File: src/rtl/msne_pkg.sv
// Shared types and constants for the song sequence decoder.
`timescale 1ns / 1ps
package msne_pkg;
  localparam logic [7:0] NoteOffset = 8'd21;
  localparam logic [7:0] MultReset = 8'd6;
  localparam logic [7:0] EndCode = 8'hFE;

  // Parser phase, one-hot.
  typedef enum logic [5:0] {
    PH_COUNT = 6'b000001,
    PH_CHAN  = 6'b000010,
    PH_NOTE  = 6'b000100,
    PH_CMD   = 6'b001000,
    PH_ARG   = 6'b010000,
    PH_DONE  = 6'b100000
  } phase_t;

  // Controller state, one-hot.
  typedef enum logic [3:0] {
    ST_IDLE  = 4'b0001,
    ST_EXEC  = 4'b0010,
    ST_EMIT  = 4'b0100,
    ST_FLUSH = 4'b1000
  } ctrl_state_t;

  // Command decoded from the current byte.
  typedef enum logic [2:0] {
    CMD_NONE = 3'd0,
    CMD_PLAY = 3'd1,
    CMD_OFF  = 3'd2,
    CMD_INST = 3'd3,
    CMD_ROW  = 3'd4,
    CMD_END  = 3'd5
  } cmd_t;

  // Controller to datapath.
  typedef struct packed {
    logic load_byte;   // register the accepted byte and decode it
    logic exec;        // apply the decoded command to the track state
    logic flush_step;  // advance the end-flush scan by one track
    logic flush_init;  // start the end-flush scan at track 0
    logic out_load;    // load the output register from the event
  } dp_cmd_t;

  // Datapath to controller.
  typedef struct packed {
    logic   is_cmd;     // byte arrives in command phase, not start
    cmd_t   cmd;
    logic   hit;        // play or off finishes a sounding note
    logic   flush_hit;  // scanned track sounds
    logic   flush_more; // a sounding track lies after the scan pointer
    logic   flush_last_track;
  } dp_status_t;
endpackage

File: src/rtl/msne_controller.sv
// Controller: sequences byte intake, command execution, event output and end flush.
`timescale 1ns / 1ps
module msne_controller (
  input  logic                 clk,
  input  logic                 rst,
  input  logic                 s_axis_tvalid,
  output logic                 s_axis_tready,
  output logic                 m_axis_tvalid,
  input  logic                 m_axis_tready,
  input  msne_pkg::dp_status_t status,
  output msne_pkg::dp_cmd_t    cmd,
  output logic                 out_last
);
  msne_pkg::ctrl_state_t state, state_next;
  logic out_full, out_full_next;
  logic room;

  assign room = !out_full || m_axis_tready;
  assign s_axis_tready = state == msne_pkg::ST_IDLE;
  assign m_axis_tvalid = out_full;

  always_comb begin
    state_next = state;
    cmd = '0;
    out_last = 1'b1;
    out_full_next = out_full && !m_axis_tready;
    unique case (state)
      msne_pkg::ST_IDLE: begin
        if (s_axis_tvalid) begin
          cmd.load_byte = 1'b1;
          state_next = msne_pkg::ST_EXEC;
        end
      end
      msne_pkg::ST_EXEC: begin
        if (!status.is_cmd) state_next = msne_pkg::ST_IDLE;
        else if (status.cmd == msne_pkg::CMD_END) begin
          cmd.flush_init = 1'b1;
          state_next = msne_pkg::ST_FLUSH;
        end else if ((status.cmd == msne_pkg::CMD_PLAY
                      || status.cmd == msne_pkg::CMD_OFF) && status.hit) begin
          if (room) begin
            cmd.out_load = 1'b1;
            out_full_next = 1'b1;
            cmd.exec = 1'b1;
            state_next = msne_pkg::ST_IDLE;
          end
        end else begin
          cmd.exec = 1'b1;
          state_next = msne_pkg::ST_IDLE;
        end
      end
      msne_pkg::ST_FLUSH: begin
        out_last = !status.flush_more;
        if (!status.flush_hit) begin
          cmd.flush_step = 1'b1;
          if (status.flush_last_track || !status.flush_more) state_next = msne_pkg::ST_IDLE;
        end else if (room) begin
          cmd.flush_step = 1'b1;
          cmd.out_load = 1'b1;
          out_full_next = 1'b1;
          if (status.flush_last_track || !status.flush_more) state_next = msne_pkg::ST_IDLE;
        end
      end
      default: state_next = msne_pkg::ST_IDLE;
    endcase
  end

  always_ff @(posedge clk) begin
    if (rst) begin
      state <= msne_pkg::ST_IDLE;
      out_full <= 1'b0;
    end else begin
      state <= state_next;
      out_full <= out_full_next;
    end
  end
endmodule

File: config.mk
export PLATFORM = sky130hd
export DESIGN_NAME = msne_controller
export DESIGN_NICKNAME = d
export VERILOG_FILES = /design/src/rtl/msne_pkg.sv /design/src/rtl/msne_controller.sv
export SDC_FILE = /design/constraint.sdc
export NUM_CORES = 1
export LEC_CHECK = 0
export BUFFER_PORTS_ARGS = -buffer_cell sky130_fd_sc_hd__buf_2
export CORE_AREA = 4 4 41 43
export CTS_BUF_LIST = sky130_fd_sc_hd__clkbuf_4
export DETAILED_ROUTE_END_ITERATION = 10
export DIE_AREA = 0 0 45 47
export PLACE_DENSITY = 0.57
export REMOVE_ABC_BUFFERS = 1
export SLEW_MARGIN = 25
export SYNTH_ARGS = -nofsm -noshare
export SYNTH_HDL_FRONTEND = slang
export SYNTH_SLANG_ARGS = --single-unit
File: constraint.sdc
create_clock -name clk -period 1.65 [get_ports clk]
set_input_delay 0.0825 -clock clk [delete_from_list [all_inputs] [get_ports clk]]
set_output_delay 0.0825 -clock clk [all_outputs]
set_load 0.01 [all_outputs]
Word-level counts from Yosys, hierarchy flattened
Cells that the tools add are included.
Widths: inputs -> output; s select.
Operators by class
  multiplexer cells: 32
  equal/unequal tests: 9
  reduce and logical (&&, ||, !) cells: 9
Operator list (count)
  $mux 4: 8
  $mux 1: 20
  $pmux 4 s3: 1
  $ne 5x5->1 const B: 1
  $eq 4x1->1 const B: 1
  $eq 4x2->1 const B: 1
  $eq 4x4->1 const B: 1
  $pmux 1 s2: 2
  $eq 3x1->1 const B: 1
  $eq 3x2->1 const B: 1
  $eq 3x3->1 const B: 1
  $logic_not 1->1: 3
  $logic_or 1x1->1: 3
  $ne 3x3->1 const B: 1
  $reduce_and 3->1: 1
  $logic_and 1x1->1: 2
  $mux 2: 1
  $ne 2x2->1 const B: 1
Word-level totals
  bits in registers: 5
  bits of input ports: 12

Depth between registers and ports, before layout
  word-level depth: 7
  mapped depth: 4

Least setup slack after synthesis
OpenSTA, ideal clock, no wires.
  kind: register to register
  start point: reg state[3]
  end point: reg state[1]
  library setup time: 132 ps
  setup slack: 439 ps
  buffers on the path: 0
  cell stages (with the launch flop): 4
  required time: 1518 ps
  data arrival time: 1079 ps
  cells stage by stage: dfxtp_1 > or3b_2 > a21oi_1 > a2111oi_2
On the way
  cells in the longest elaborated chain, start to end: 3
  elaborated cells on any way between the ends: 8
  classes of those cells: eq/ne: 6; mux: 1; reduce/logical: 1
RTL lines
  start: declaration: RTL line msne_controller.sv:14  | msne_pkg::ctrl_state_t state, state_next;
  start signal: assignment: RTL line msne_controller.sv:70  | state <= msne_pkg::ST_IDLE;
  start signal: assignment: RTL line msne_controller.sv:73  | state <= state_next;
  $eq 4x2->1 (tied with other cells): RTL line msne_controller.sv:27  | unique case (state)
  $ne 5x5->1 (no source line) (tied with other cells)
  $reduce_and 3->1 (no source line)
Several ways; a longest one is shown, not always the timed one.
A chain may end at the register's enable or synchronous reset.

==> results.py <==
metrics = {
    "global_route": {
        "antenna_found_initial": 0,
        "grt_max_degree": 10,
        "grt_pass1_vias": 330,
        "gr-usage-met1": 0.116,
        "gr-usage-met3": 0.0383,
        "grt_use_total": 0.0893,
        "overflow": 0,
        "grt-busiest-layer": "met2",
        "grtUsageMet2": 0.130,
        "grt_pass1_wl_um": 1350,
    },
    "yosys": {
        "synth_top_area_frac": 0.229,
        "ys_seq_area_frac": 0.229,
        "yosys.area_share.simple": 0.452,
        "ys_seq_elements": 4,
        "synthTopCellsByArea": "dfxtp_1 (23%), and4bb_4 (4.7%), o41ai_2 (4.7%)",
        "synth-xor-area-share": 0.0251,
        "syn_area_per_cell_um2": 9.19,
        "synth_top_family_by_area": "simple AND/OR/NAND/NOR gates",
        "synth-compound-area-share": 0.229,
        "yosysWarningCount": 0,
        "yosysUniqueCellTypes": 28,
        "yosysTopAreaCell": "dfxtp_1",
        "synthAdderAreaFrac": 0,
        "synth.area.mux_share": 0,
        "netlist_instances": 38,
        "synth_area_um2": 349,
    },
    "timing": {
        "slew_headroom": 0.780,
        "skew_ns": 0.00337,
        "max_slew.worst_pin.slew_ns": 0.329,
        "slew_violations": 0,
        "timing_hold_violations_final": 0,
        "setup_viol": 0,
        "max_freq_mhz": 660,
        "post-route-period-util": 0.919,
        "rsz0062_at_grt": "false",
        "final.min_clock_period_ns": 1.52,
        "setup-tns-final_ns": 0,
    },
    "layout": {
        "multi_input_area_um2": 258,
        "fin_area_um2": 497,
        "layout-drive-gt1-share": 0.583,
        "layout.nets": 74,
        "seq_area_um2": 80.1,
        "fill_cells": 140,
        "syn_to_final_growth_pct": 42.3,
        "n_antenna_cell": 0,
        "final_util": 0.382,
    },
    "job": {
        "max_cap_violations": 0,
    },
    "cts": {
        "htreeDepth": 1,
        "hold_buffers": 0,
        "cts_tree": "built",
        "cts_buffers": 3,
        "cts.sinks": 4,
        "clk_latency_ns": 0.23,
        "clockBufferDepth": 2,
        "ctsRootBufferMaster": "clkbuf_4",
        "path_clk_slew_ns": 0.04,
    },
    "worst_hold_path": {
        "hp-start": "rst",
        "whs_path_depth": 2,
        "hold_path_end": "m_axis_tvalid",
        "hold_path_class": "input port to register",
    },
    "die": {
        "core-area_mm2": 0.00130,
        "ios": 20,
        "start_util": 0.268,
        "rows": 13,
        "die_h_um": 47,
        "dieArea_mm2": 0.00212,
        "fp.dieW_um": 45,
    },
    "critical_path": {
        "rr_endpoint": "state[1]",
        "critPathCaptureType": "output pin",
        "startpoint_type": "register",
        "cp_data_arrival_time_ns": 1.43,
        "path_class": "register to output pin",
        "reg2reg_depth": 3,
        "critPathMaxFanout": 5,
        "cp.required_ns": 1.57,
        "reg2reg_from": "state[0]",
        "r2r_setup_slack_ns": 0.28,
    },
    "run_status": {
        "outcome": "complete, no violations",
    },
    "power_and_ir_drop": {
        "ir_drop_mv": 0.350,
        "power.leakage_nw": 0.240,
        "power.density_mw_per_mm2": 669,
    },
    "drt": {
        "first_pass_iters": 4,
        "num_vias": 369,
        "drt_iter0_drc": 2,
        "drt_wl_total_um": 868,
        "ant_nets": 0,
        "drc_errors": 0,
        "routedWlPerCell_um": 11.6,
        "routed_via_density": 4.92,
    },
    "place": {
        "port_buffers": 19,
        "dpl_cell_area_um2": 463,
        "dp_hpwl_um": 705,
        "gp_congestion": 0.759,
    },
}
## worst max-delay path, stage by stage, from the launching register on
cell and delay (ns):
dfxtp_1 0.42, and4bb_4 0.28, a32oi_1 0.30, nor2_1 0.06, buf_2 0.14
## logic make-up after synthesis
family          after synthesis
compound gates                9
xor+xnor                      1
buf+inv                       5
flops                         4
simple gates                 19
## worst max-delay path by stage
stage / startpoint / to / slack, ns / cells past startpoint
after global placement: state[3] / cmd[0] / 0.29 / 4
final: state[0] / cmd[0] / 0.13 / 4
after detailed placement: state[3] / cmd[0] / 0.23 / 4
after global routing: state[0] / cmd[0] / 0.01 / 4
after CTS: state[0] / cmd[0] / 0.15 / 4
after floorplan: m_axis_tvalid / state[1] / 0.35 / 3
## metrics by stage
stage	hold WS, ns	total power (W)	setup slack [ns]	std cells
6_report	0.0953	0.000332	0.134	75
3_3_place_gp	0.327	0.000208	0.293	72
3_5_place_dp	0.324	0.000209	0.233	72
5_1_grt	0.0964	0.000362	0.0116	75
4_1_cts	0.0767	0.000338	0.146	75
2_1_floorplan	0.151	0.000172	0.348	37
## area by class of cell
type | instances | area share
clock buffer | 3 | 0.0453
inverter | 4 | 0.0302
multi-input combinational | 29 | 0.519
sequential | 4 | 0.161
tap | 15 | 0.0378
timing repair buffer | 20 | 0.207
## cell usage in the layout, fill, tap and decap left out
| cell type | n |
|---|---|
| nand3b_1 | 1 |
| nor3b_2 | 1 |
| and4_2 | 1 |
| nand3_1 | 1 |
| nor3b_4 | 1 |
| and4bb_4 | 1 |
| or3b_2 | 1 |
| a21oi_1 | 3 |
| nand2_1 | 2 |
| buf_2 | 19 |
| nor2b_1 | 1 |
| nor2_1 | 2 |
| nand4_2 | 1 |
| a31o_2 | 1 |
| and3b_1 | 1 |
| and3b_2 | 1 |
| and2b_2 | 1 |
| o41ai_2 | 1 |
| a32oi_1 | 1 |
| and3_2 | 1 |
| o221ai_1 | 1 |
| dfxtp_1 | 4 |
| inv_1 | 4 |
| clkbuf_4 | 3 |
| nand4bb_1 | 1 |
| or4b_1 | 1 |
| buf_4 | 1 |
| a21boi_0 | 1 |
| a2111oi_2 | 1 |
| xor2_1 | 1 |
## routing by layer
| layer | vias to the layer above | share of wire |
|---|---|---|
| met5 | - | 0 |
| met4 | 0 | 0 |
| met3 | 0 | 0.077 |
| met2 | 14 | 0.40 |
| met1 | 162 | 0.53 |
| li1 | 193 | - |
## report_power, final
| part | switching, W | total (W) | leakage, nW | internal (W) |
|---|---|---|---|---|
| registers | 0.0000131 | 0.000118 | 0.0328 | 0.000105 |
| clock network | 0.0000394 | 0.000121 | 0.0138 | 0.0000813 |
| logic | 0.0000456 | 0.0000929 | 0.194 | 0.0000473 |
| total | 0.0000981 | 0.000332 | 0.240 | 0.000234 |
## registers in the layout, summed over array words and instances (netlist names)
| name | cells |
|---|---|
| state | 3 |
| m_axis_tvalid | 1 |
## what timing repair did
action                                  in CTS  in global routing
endpoints found under the setup margin       1                  1
resized for setup                            1                  1
setup buffers                                0                  0
pin swaps                                    0                  0
hold endpoints to repair                     0                  0
## Yosys cell counts
cell,number
and3b_2,1
nand2_1,2
buf_4,1
and4_2,1
dfxtp_1,4
a21oi_1,3
nor2_1,2
xor2_1,1
nor3b_1,1
and3b_1,1
or3b_2,1
a2111oi_2,1
and2b_2,1
nor3b_2,1
nor2b_1,1
a31o_2,1
a21boi_0,1
or4b_1,1
inv_1,4
a32oi_1,1
o41ai_2,1
and3_2,1
nand3b_1,1
and4bb_4,1
o221ai_1,1
nand4_2,1
nand3_1,1
nand4bb_1,1
(Power assumes the default switching activity.)
